--- src/rtl/bdq_pkg.sv ---
// ----------------------------------------------------------------------------
// bdq_pkg
// shared types and constants of the bounded deque with search
// ----------------------------------------------------------------------------
package bdq_pkg;

   // default number of ring entries
   localparam int DEPTH_DEF = 16;

   // fixed field widths
   localparam int OP_W     = 2;
   localparam int VAL_W    = 32;
   localparam int FOUND_W  = 5;
   localparam int STATUS_W = 2;
   localparam int FILL_W   = 5;

   // position reported when nothing matches, or for any other operation
   localparam logic [FOUND_W-1:0] FOUND_NONE = '1;

   typedef enum logic [OP_W-1:0] {
      OP_PUSH_BACK  = 2'd0,
      OP_PUSH_FRONT = 2'd1,
      OP_POP_BACK   = 2'd2,
      OP_FIND       = 2'd3
   } op_type;

   typedef enum logic [STATUS_W-1:0] {
      ST_OK    = 2'd0,
      ST_EMPTY = 2'd1,
      ST_FULL  = 2'd2
   } status_type;

   // control strobes from the sequencer to the ring store
   typedef struct packed {
      logic wr_en;
      logic rd_en;
   } mem_ctl_type;

endpackage

--- src/rtl/bdq_if.sv ---
// ----------------------------------------------------------------------------
// bdq request and response channels
// valid/ready channels carrying one operation and one result
// ----------------------------------------------------------------------------
interface bdq_req_if import bdq_pkg::*; ();
   logic                    valid;
   logic                    ready;
   logic [OP_W-1:0]         op;
   logic signed [VAL_W-1:0] item_value;

   modport source (output valid, output op, output item_value, input ready);
   modport sink   (input valid, input op, input item_value, output ready);
endinterface

interface bdq_rsp_if import bdq_pkg::*; ();
   logic                      valid;
   logic                      ready;
   logic signed [VAL_W-1:0]   popped_value;
   logic signed [FOUND_W-1:0] found_position;
   logic [STATUS_W-1:0]       status;
   logic [FILL_W-1:0]         fill_count;

   modport source (output valid, output popped_value, output found_position,
                   output status, output fill_count, input ready);
   modport sink   (input valid, input popped_value, input found_position,
                   input status, input fill_count, output ready);
endinterface

--- src/rtl/bdq_mem.sv ---
// ----------------------------------------------------------------------------
// bdq_mem
// ring element store, one write and one registered read port
// ----------------------------------------------------------------------------
module bdq_mem import bdq_pkg::*; #(
   parameter int DEPTH = DEPTH_DEF,
   parameter int PTR_W = $clog2(DEPTH)
) (
   input  logic             clock,
   input  mem_ctl_type      ctl,
   input  logic [PTR_W-1:0] wr_addr,
   input  logic [VAL_W-1:0] wr_data,
   input  logic [PTR_W-1:0] rd_addr,
   output logic [VAL_W-1:0] rd_data
);

   logic [VAL_W-1:0] store_mem [DEPTH];
   logic [VAL_W-1:0] rd_data_ff;

   always_ff @(posedge clock) begin
      if (ctl.wr_en) begin
         store_mem[wr_addr] <= wr_data;
      end
   end

   always_ff @(posedge clock) begin
      if (ctl.rd_en) begin
         rd_data_ff <= store_mem[rd_addr];
      end
   end

   assign rd_data = rd_data_ff;

endmodule

--- src/rtl/bdq_addr_unit.sv ---
// ----------------------------------------------------------------------------
// bdq_addr_unit
// shared ring slot adder with wrap, and the search key comparator
// ----------------------------------------------------------------------------
module bdq_addr_unit import bdq_pkg::*; #(
   parameter int DEPTH = DEPTH_DEF,
   parameter int PTR_W = $clog2(DEPTH)
) (
   input  logic [PTR_W-1:0] base,
   input  logic [PTR_W-1:0] offset,
   input  logic [VAL_W-1:0] key,
   input  logic [VAL_W-1:0] data,
   output logic [PTR_W-1:0] slot,
   output logic             hit
);

   localparam logic [PTR_W:0] DEPTH_EXT = (PTR_W+1)'(DEPTH);

   logic [PTR_W:0] sum;
   logic [PTR_W:0] sum_wrapped;

   // both operands stay below the depth, so one subtract wraps the sum
   assign sum         = {1'b0, base} + {1'b0, offset};
   assign sum_wrapped = sum - DEPTH_EXT;
   assign slot        = (sum >= DEPTH_EXT) ? sum_wrapped[PTR_W-1:0] : sum[PTR_W-1:0];
   assign hit         = (key == data);

endmodule

--- src/rtl/bounded_deque_with_search.sv ---
// a push, a rejected push or pop, and a find on an empty store answer in the cycle after
// the request transfer; a pop answers via S_POP, where the registered store read lands
// a find compares k elements in S_FIND (k at most DEPTH), with one store
// read and one compare per cycle through the shared slot adder and comparator
// one operation at a time: the next request transfer is taken once the response is taken
// reset (synchronous, active high) empties the deque; store contents are left undefined
// ----------------------------------------------------------------------------
// bounded_deque_with_search
// bounded double-ended queue of signed values in a ring store, with a linear
// search that reports the position of the first match from the front
// ----------------------------------------------------------------------------
module bounded_deque_with_search import bdq_pkg::*; #(
   parameter int DEPTH = DEPTH_DEF
) (
   input  logic       clock,
   input  logic       reset,
   bdq_req_if.sink    req_chan,
   bdq_rsp_if.source  rsp_chan
);

   localparam int PTR_W = $clog2(DEPTH);
   localparam int CNT_W = $clog2(DEPTH + 1);

   // sequencer states
   typedef enum logic [3:0] {
      S_IDLE = 4'b0001,   // waiting for a request transfer
      S_POP  = 4'b0010,   // store read for pop in flight
      S_FIND = 4'b0100,   // one element compared per cycle
      S_RESP = 4'b1000    // result held until its transfer
   } state_type;

   state_type state_ff, state_in;

   // deque pointers
   logic [PTR_W-1:0] front_ff, front_in;
   logic [CNT_W-1:0] count_ff, count_in;

   // search bookkeeping
   logic [VAL_W-1:0] key_ff, key_in;
   logic [PTR_W-1:0] cmp_idx_ff, cmp_idx_in;   // index of element in rd_data
   logic [PTR_W-1:0] ahead_ff, ahead_in;       // slot of the next read

   // result registers
   logic [VAL_W-1:0]   popped_ff, popped_in;
   logic [FOUND_W-1:0] found_ff, found_in;
   status_type         status_ff, status_in;

   // shared unit and store hookup
   logic [PTR_W-1:0] unit_base;
   logic [PTR_W-1:0] unit_offset;
   logic [PTR_W-1:0] unit_slot;
   logic             unit_hit;
   mem_ctl_type      mem_ctl;
   logic [PTR_W-1:0] mem_rd_addr;
   logic [VAL_W-1:0] mem_rd_data;

   logic   req_xfer;
   logic   is_full;
   logic   is_empty;
   logic   last_cmp;
   op_type req_op;

   assign req_xfer = req_chan.valid && req_chan.ready;
   assign req_op   = op_type'(req_chan.op);
   assign is_full  = (count_ff == CNT_W'(DEPTH));
   assign is_empty = (count_ff == '0);
   // compared element is the back one
   assign last_cmp = (CNT_W'(cmp_idx_ff) == count_ff - CNT_W'(1));

   // slot adder operands: in idle the base is the front, while searching it is
   // the read-ahead slot stepped by one
   always_comb begin
      unit_base   = front_ff;
      unit_offset = PTR_W'(1);
      if (state_ff == S_FIND) begin
         unit_base   = ahead_ff;
         unit_offset = PTR_W'(1);
      end else begin
         unique case (req_op)
            OP_PUSH_BACK:  unit_offset = count_ff[PTR_W-1:0];
            OP_PUSH_FRONT: unit_offset = PTR_W'(DEPTH - 1);
            OP_POP_BACK:   unit_offset = PTR_W'(count_ff - CNT_W'(1));
            OP_FIND:       unit_offset = PTR_W'(1);
         endcase
      end
   end

   bdq_addr_unit #(
      .DEPTH (DEPTH),
      .PTR_W (PTR_W)
   ) u_addr_unit (
      .base   (unit_base),
      .offset (unit_offset),
      .key    (key_ff),
      .data   (mem_rd_data),
      .slot   (unit_slot),
      .hit    (unit_hit)
   );

   // sequencer
   always_comb begin
      state_in    = state_ff;
      front_in    = front_ff;
      count_in    = count_ff;
      key_in      = key_ff;
      cmp_idx_in  = cmp_idx_ff;
      ahead_in    = ahead_ff;
      popped_in   = popped_ff;
      found_in    = found_ff;
      status_in   = status_ff;
      mem_ctl     = '0;
      mem_rd_addr = unit_slot;

      unique case (state_ff)
         S_IDLE: begin
            if (req_xfer) begin
               // defaults of a result that is not a pop or a match
               popped_in = '0;
               found_in  = FOUND_NONE;
               status_in = ST_OK;
               state_in  = S_RESP;
               unique case (req_op)
                  OP_PUSH_BACK: begin
                     if (is_full) begin
                        status_in = ST_FULL;
                     end else begin
                        mem_ctl.wr_en = 1'b1;
                        count_in      = count_ff + CNT_W'(1);
                     end
                  end
                  OP_PUSH_FRONT: begin
                     if (is_full) begin
                        status_in = ST_FULL;
                     end else begin
                        // front steps back by one with wrap, new value lands there
                        mem_ctl.wr_en = 1'b1;
                        front_in      = unit_slot;
                        count_in      = count_ff + CNT_W'(1);
                     end
                  end
                  OP_POP_BACK: begin
                     if (is_empty) begin
                        status_in = ST_EMPTY;
                     end else begin
                        mem_ctl.rd_en = 1'b1;
                        count_in      = count_ff - CNT_W'(1);
                        state_in      = S_POP;
                     end
                  end
                  OP_FIND: begin
                     key_in = req_chan.item_value;
                     if (!is_empty) begin
                        // first read at the front, next one already queued up
                        mem_ctl.rd_en = 1'b1;
                        mem_rd_addr   = front_ff;
                        cmp_idx_in    = '0;
                        ahead_in      = unit_slot;
                        state_in      = S_FIND;
                     end
                  end
               endcase
            end
         end
         S_POP: begin
            popped_in = mem_rd_data;
            state_in  = S_RESP;
         end
         S_FIND: begin
            // read one element ahead while comparing the current one
            mem_ctl.rd_en = 1'b1;
            mem_rd_addr   = ahead_ff;
            ahead_in      = unit_slot;
            if (unit_hit) begin
               found_in = FOUND_W'(cmp_idx_ff);
               state_in = S_RESP;
            end else if (last_cmp) begin
               state_in = S_RESP;
            end else begin
               cmp_idx_in = PTR_W'(cmp_idx_ff + 1'b1);
            end
         end
         S_RESP: begin
            if (rsp_chan.ready) begin
               state_in = S_IDLE;
            end
         end
         default: begin
            state_in = S_IDLE;
         end
      endcase
   end

   bdq_mem #(
      .DEPTH (DEPTH),
      .PTR_W (PTR_W)
   ) u_mem (
      .clock   (clock),
      .ctl     (mem_ctl),
      .wr_addr (unit_slot),
      .wr_data (req_chan.item_value),
      .rd_addr (mem_rd_addr),
      .rd_data (mem_rd_data)
   );

   // control state
   always_ff @(posedge clock) begin
      if (reset) begin
         state_ff <= S_IDLE;
         front_ff <= '0;
         count_ff <= '0;
      end else begin
         state_ff <= state_in;
         front_ff <= front_in;
         count_ff <= count_in;
      end
   end

   // search and result payload, no reset needed
   always_ff @(posedge clock) begin
      key_ff     <= key_in;
      cmp_idx_ff <= cmp_idx_in;
      ahead_ff   <= ahead_in;
      popped_ff  <= popped_in;
      found_ff   <= found_in;
      status_ff  <= status_in;
   end

   // channel outputs
   assign req_chan.ready          = (state_ff == S_IDLE);
   assign rsp_chan.valid          = (state_ff == S_RESP);
   assign rsp_chan.popped_value   = popped_ff;
   assign rsp_chan.found_position = found_ff;
   assign rsp_chan.status         = status_ff;
   // fill count after the operation, taken modulo the field width
   assign rsp_chan.fill_count     = FILL_W'(count_ff);

endmodule

--- src/flat_wrapper.sv ---
// flat-port wrapper written by rule: the top's interface ports become plain ports
module bounded_deque_with_search_flat import bdq_pkg::*;
#(
   parameter int DEPTH = DEPTH_DEF
)
  (clock, reset, req_chan_valid, req_chan_op, req_chan_item_value, req_chan_ready, rsp_chan_valid, rsp_chan_popped_value, rsp_chan_found_position, rsp_chan_status, rsp_chan_fill_count, rsp_chan_ready);
  bdq_req_if req_chan_i ();
  bdq_rsp_if rsp_chan_i ();
  input  logic clock;
  input  logic reset;
  input wire logic [$bits(req_chan_i.valid)-1:0] req_chan_valid;
  input wire logic [$bits(req_chan_i.op)-1:0] req_chan_op;
  input wire logic [$bits(req_chan_i.item_value)-1:0] req_chan_item_value;
  output wire logic [$bits(req_chan_i.ready)-1:0] req_chan_ready;
  output wire logic [$bits(rsp_chan_i.valid)-1:0] rsp_chan_valid;
  output wire logic [$bits(rsp_chan_i.popped_value)-1:0] rsp_chan_popped_value;
  output wire logic [$bits(rsp_chan_i.found_position)-1:0] rsp_chan_found_position;
  output wire logic [$bits(rsp_chan_i.status)-1:0] rsp_chan_status;
  output wire logic [$bits(rsp_chan_i.fill_count)-1:0] rsp_chan_fill_count;
  input wire logic [$bits(rsp_chan_i.ready)-1:0] rsp_chan_ready;
  assign req_chan_i.valid = req_chan_valid;
  assign req_chan_i.op = req_chan_op;
  assign req_chan_i.item_value = req_chan_item_value;
  assign req_chan_ready = req_chan_i.ready;
  assign rsp_chan_valid = rsp_chan_i.valid;
  assign rsp_chan_popped_value = rsp_chan_i.popped_value;
  assign rsp_chan_found_position = rsp_chan_i.found_position;
  assign rsp_chan_status = rsp_chan_i.status;
  assign rsp_chan_fill_count = rsp_chan_i.fill_count;
  assign rsp_chan_i.ready = rsp_chan_ready;
  bounded_deque_with_search #(.DEPTH(DEPTH)) u_core (.clock(clock), .reset(reset), .req_chan(req_chan_i), .rsp_chan(rsp_chan_i));
endmodule
--- config.mk ---
export PLATFORM = sky130hd
export DESIGN_NAME = bounded_deque_with_search_flat
export DESIGN_NICKNAME = d
export VERILOG_FILES = /design/src/rtl/bdq_pkg.sv /design/src/rtl/bdq_if.sv /design/src/rtl/bdq_mem.sv /design/src/rtl/bdq_addr_unit.sv /design/src/rtl/bounded_deque_with_search.sv /design/src/flat_wrapper.sv
export SDC_FILE = /design/constraint.sdc
export NUM_CORES = 1
export LEC_CHECK = 0
export BUFFER_PORTS_ARGS = -buffer_cell sky130_fd_sc_hd__buf_2
export CAP_MARGIN = 30
export CORE_MARGIN = 3
export CORE_UTILIZATION = 50
export CTS_BUF_LIST = sky130_fd_sc_hd__clkbuf_8
export DETAILED_ROUTE_END_ITERATION = 8
export GPL_TIMING_DRIVEN = 1
export HOLD_SLACK_MARGIN = 0.12
export PLACE_DENSITY = 0.77
export SLEW_MARGIN = 30
export SYNTH_ARGS = -nofsm -noshare
export SYNTH_HDL_FRONTEND = slang
export SYNTH_SLANG_ARGS = --single-unit
--- constraint.sdc ---
create_clock -name clock -period 6.9 [get_ports clock]
set_input_delay 1.035 -clock clock [delete_from_list [all_inputs] [get_ports clock]]
set_output_delay 1.035 -clock clock [all_outputs]
set_load 0.01 [all_outputs]
# Word level (Yosys, flattened, before mapping)
# Memories as Yosys holds them, arrays and structs flattened. A register that Yosys moved wholly into a read port is not among the register bits.
# Index checks and enable logic that the tools add are counted.
# totals
register_bits,92
latch_bits,0
ram_bits,512
rom_bits,0
in_bits,38
output_inout_bits,46
elab_cells,100
n_memories,1
# classes
addsub,5
n_mul,0
div,0
order_cmp,1
eq_ne,20
shifts,0
n_mux,46
n_bitwise,1
reduce_logical,17
# mem_list
memory,words,width,read_ports,rd_clocked_by_memory_dff,write_ports,line_no,text
u_core.u_mem.store_mem,16,32,1,1,1,bdq_mem.sv:17,logic [VAL_W-1:0] store_mem [DEPTH];
# op_table
cell,count
$mux 4,20
$pmux 32 s2,1
$eq 32x32->1,1
$mux 32,1
$pmux 4 s2,4
$pmux 4 s4,2
$mux 5,4
$pmux 5 s2,2
$ne 2x2->1 const B,8
$reduce_and 3->1,3
$mux 1,8
$reduce_and 4->1,2
$reduce_and 6->1,1
$reduce_bool 2->1,3
$add 4x4->5,1
$add 5x1->5 const B,1
$eq 4x5->1,1
$eq 5x5->1 const B,1
$ge 5x5->1 const B,1
$logic_not 5->1,1
$reduce_and 5->1,1
$sub 5x1->5 const B,1
$add 4x1->4 const B,1
$eq 2x2->1 const B,2
16 further kinds,19

# Logic depth before layout (Yosys ltp)
# depth
ltp_word,10
depth_mapped,17
mapped_depth_nobuf,14

# Cells and area by module
# A second synthesis with hierarchy kept.
# hier_totals
cells_unflattened,1152
area_unflattened_um2,24378.4
# modules_own_cells
module,instances,cells_each,area_per_inst_um2,seq_area_each_um2
bdq_mem,1,838,20155.6,16335.7
bounded_deque_with_search,1,262,3779.9,2632.5
bdq_addr_unit,1,52,442.9,0.0

# Worst setup path before layout
# Ideal clock, no wire load.
# synth_timing
path_kind,input-to-reg
from,in req_chan_op[1]
to,mem u_core.u_mem.store_mem[5][0] (enable)
setup_ns,0.421
arrival_ns,4.664
required_time_ns,6.479
path_slack_ns,1.815
path_stages,10
path_buffers,2
path_cell_list,clkbuf_1 -> clkbuf_1 -> o311ai_0 -> inv_1 -> ha_1 -> a21o_1 -> a21oi_1 -> xnor2_1 -> or2_2 -> nor2_1
# synth_between
elab_chain_len,7
word_cells_on_any_way,16
cone_classes,add/sub (2); order compare (1); eq/ne (3); mux (8); reduce/logical (2)
# synth_rtl
element,line_no,text
from (decl),flat_wrapper.sv:12,input wire logic [$bits(req_chan_i.op)-1:0] req_chan_op;
"parallel branches: the longest is 7 deep, another holds $add 4x4->5",n/a,
to (decl),bdq_mem.sv:17,
# Parallel ways; which one is timed is not known.

# Worst setup path in the final report
# layout_timing
from,reg u_core.state_ff[3]
to,"reg u_core.u_mem.rd_data_ff[19] (netlist: u_core.u_mem.rd_data[19]), read port of u_core.u_mem.store_mem, data pin"
# layout_between
elab_chain_len,9
word_cells_on_any_way,15
cone_classes,add/sub (2); order compare (1); eq/ne (2); mux (9); reduce/logical (1)
# layout_rtl
element,line_no,text
from (decl),bounded_deque_with_search.sv:32,"state_type state_ff, state_in;"
from (signal assigned),bounded_deque_with_search.sv:212,state_ff <= state_in;
$eq 4x3->1,"bounded_deque_with_search.sv:75, bounded_deque_with_search.sv:114",
$mux 4,bounded_deque_with_search.sv:75,if (state_ff == S_FIND) begin
$add 4x4->5,bdq_addr_unit.sv:23,"assign sum = {1'b0, base} + {1'b0, offset};"
$sub 4x1->4 / $ge 5x5->1 (equally long branches),"bdq_addr_unit.sv:24, bdq_addr_unit.sv:25",
$mux 4,bdq_addr_unit.sv:25,assign slot = (sum >= DEPTH_EXT) ? sum_wrapped[PTR_W-1:0] : sum[PTR_W-1:0];
$mux 4,bounded_deque_with_search.sv:152,if (!is_empty) begin
$mux 4,bounded_deque_with_search.sv:122,unique case (req_op)
$mux 4,bounded_deque_with_search.sv:116,if (req_xfer) begin
$pmux 4 s2,bounded_deque_with_search.sv:114,unique case (state_ff)
to (decl),bdq_mem.sv:18,logic [VAL_W-1:0] rd_data_ff;
# Parallel ways exist; a longest one is shown, timed or not.
# A chain may end at the register's enable or synchronous reset.

==> out/metrics.cfg <==
[status]
status = finished, final reports clean

[pwr]
combinationalPowerShare = 0.253
power_frac_seq = 0.466
power.leakage_uw = 0.00984
switching_share = 0.328
p_int_uw = 6690
ir_drop_v = 0.000195
power.switching_uw = 3270
powerDensity_nw_per_um2 = 352
pwr-share-clk = 0.281

[setup_path]
cp-start-kind = flop
critPathKind = reg2reg
cp-end-kind = flop
critPathMaxFanout = 46
cp_data_required_time_ns = 7.29
reg2reg_depth = 13
crit_arrival_ns = 5.15

[global_routing]
grt_max_degree = 132
grt_pass1_wl_mm = 92.8
track_usage = 0.230
antenna_found_initial = 5
grt-ovfl-total = 0
grt_pass1_vias = 15500

[sta]
setup_tns_ns = 0
fin_crit_sh = 0.691
fmax_mhz = 210
period_needed_ns = 4.76
tightestPinTransition_ns = 0.969
relSlewSlack = 0.352
skew_ns = 0.0218
hold_viol = 0
grt_setup_unrepaired = no
finalSetupViolations = 0
drv_slew = 0

[cts]
cts_setup_buffers = 0
cts_hold_buf = 0
clkTransAtPathRegs_ns = 0.06
worstSkewPairLatency_ns = 0.67
tritoncts = built
cts_max_level = 3
cts_max_path_buffers = 3
cts_root_buf = clkbuf_8
post_cts_resized = 0
cts_buffers = 96
cts.sinks = 636

[logic_synthesis]
yosys_warnings = 0
syn_avg_cell_area_sq_um = 13.5
syn_inst = 1863
synth_area_leaders = edfxtp_1 (74%), nand2_1 (8.1%), nand3_1 (5.3%)
yosysTopAreaCellShare = 0.743
syn_area_sq_um = 25200
synth_largest_area_cell = edfxtp_1
ys_ff_latch = 636
synth_cell_types = 51
ys_seq_area_frac = 0.753
yosys_most_used_dff = edfxtp_1
synthArstFlopShare = 0
synth_enable_flop_cells = 623
synthesis.nets = 1908

[drt]
viasPerCell = 5.79
wl_per_cell_um = 22.5
vias = 15800
ant_nets = 0
dr.pass1.iters = 6
drcViolationCount = 0
drt_iter0_markers = 1788
drt-total-wl_mm = 61.3

[placement]
dpl.cell_count = 2546
portBuffers = 83
placed_cell_area_sq_um = 26500
hpwl_mm = 35.5
gp_congestion = 0.871

[hold_path]
min_path_cells = 2
min_path_type = reg2reg

[die]
die_w_um = 230
die-area_sq_um = 53100
num_io_pins = 84
die_h_um = 230
fp.coreArea_sq_um = 49400
rows = 81
start_util = 0.510

[final_layout]
drive_gt1_frac = 0.135
final_common_cell = edfxtp_1
most-common-layout-cells = edfxtp_1 (623), nand2_1 (542), nand3_1 (265), clkbuf_8 (97), buf_2 (83)
final_cell_area_sq_um = 28300
stdcell_count = 2723
syn2layout_area_growth_pct = 12.4
final_nets = 2026

[run]
maxCapViolations = 0

==> kinds of logic (layout without fill, tap and decap cells) <==
family,after synthesis,in the layout,share of synthesized area
fa+ha+maj,7,7,0.00378
flops,636,636,0.753
compound gates,38,38,0.0116
mux,35,35,0.0141
buf+inv,113,306,0.0232
simple gates,986,986,0.177
xor+xnor,48,48,0.0172
other cells,0,3,0
==> registers in the layout, summed over array words and instances, names as in the netlist <==
register	cells
u_core.u_mem.rd_data	32
u_core.front_ff	4
u_core.rsp_chan.popped_value	32
u_core.key_ff	32
u_core.u_mem.store_mem	512
u_core.rsp_chan.fill_count	5
u_core.state_ff	4
u_core.rsp_chan.status	2
u_core.ahead_ff	4
u_core.rsp_chan.found_position	5
u_core.cmp_idx_ff	4
==> worst max-delay path, cell delays in order (launching register included) <==
cell and delay, ns:
dfxtp_1 0.47, nor4b_2 0.09, buf_4 0.20, inv_1 0.42, o311ai_0 0.37, fa_1 0.48
xnor2_1 0.45, nand2_1 0.14, mux2_4 0.33, a21oi_4 0.70, buf_12 0.36, nand3_1 0.14
nand4_1 0.19, mux2i_1 0.09
==> worst paths after layout <==
path / end / slack, ns / startpoint
setup reg to reg: u_core.u_mem.rd_data[19]$_DFFE_PP_ / 2.14 / u_core.state_ff[3]$_SDFFE_PP0P_
setup / recovery: u_core.u_mem.rd_data[19]$_DFFE_PP_ / 2.14 / u_core.state_ff[3]$_SDFFE_PP0P_
hold reg to reg: u_core.front_ff[0]$_SDFFE_PP0P_ / 0.48 / u_core.front_ff[0]$_SDFFE_PP0P_
hold / removal: u_core.front_ff[0]$_SDFFE_PP0P_ / 0.48 / u_core.front_ff[0]$_SDFFE_PP0P_
==> Yosys cell counts (5+ instances only) <==
cell      number
o21ai_0        9
buf_2         71
mux2i_1       34
a21oi_1        8
nor2_1        33
nor4_1         8
inv_1         12
nor2b_1        5
dfxtp_1       13
nand2b_1       8
edfxtp_1     623
xnor2_1       12
nand2_1      543
xor2_1        35
clkbuf_1      19
and2_1        34
nand3_1      265
buf_6          8
nand4_1       69
ha_1           6
==> metrics by stage <==
stage | util | hold slack [ns] | power [uW] | setup WS, ns
2_1_floorplan | - | 0.450 | 6390 | 1.81
3_3_place_gp | 0.533 | 0.467 | 7110 | 1.86
3_5_place_dp | 0.538 | 0.472 | 7200 | 1.87
4_1_cts | 0.573 | 0.481 | 9970 | 2.13
5_1_grt | 0.574 | 0.490 | 10400 | 1.90
6_report | 0.574 | 0.481 | 9960 | 2.14
==> cell type report <==
type,instances,area (sq um)
fill,3696,21100
clock buffer,97,1340
sequential,636,19000
clock inverter,76,388
antenna,3,7.51
multi-input combinational,1114,5810
inverter,12,45.0
tap,664,831
timing repair buffer,121,918
==> power groups by stage <==
stage	combinational [uW]	sequential (uW)	clock, uW
2_1_floorplan	1680	4720	0
3_3_place_gp	2400	4710	0
3_5_place_dp	2490	4710	0
4_1_cts	2500	4640	2840
5_1_grt	2740	4650	3000
6_report	2520	4640	2800
==> layer usage <==
layer,vias to the layer above,track usage,part of all wire
met5,-,0,0
met4,0,0.101,0.032
met3,155,0.0439,0.10
met2,919,0.363,0.48
met1,7695,0.316,0.39
li1,7005,-,-
No activity file was read; power rests on OpenSTA's default activity.
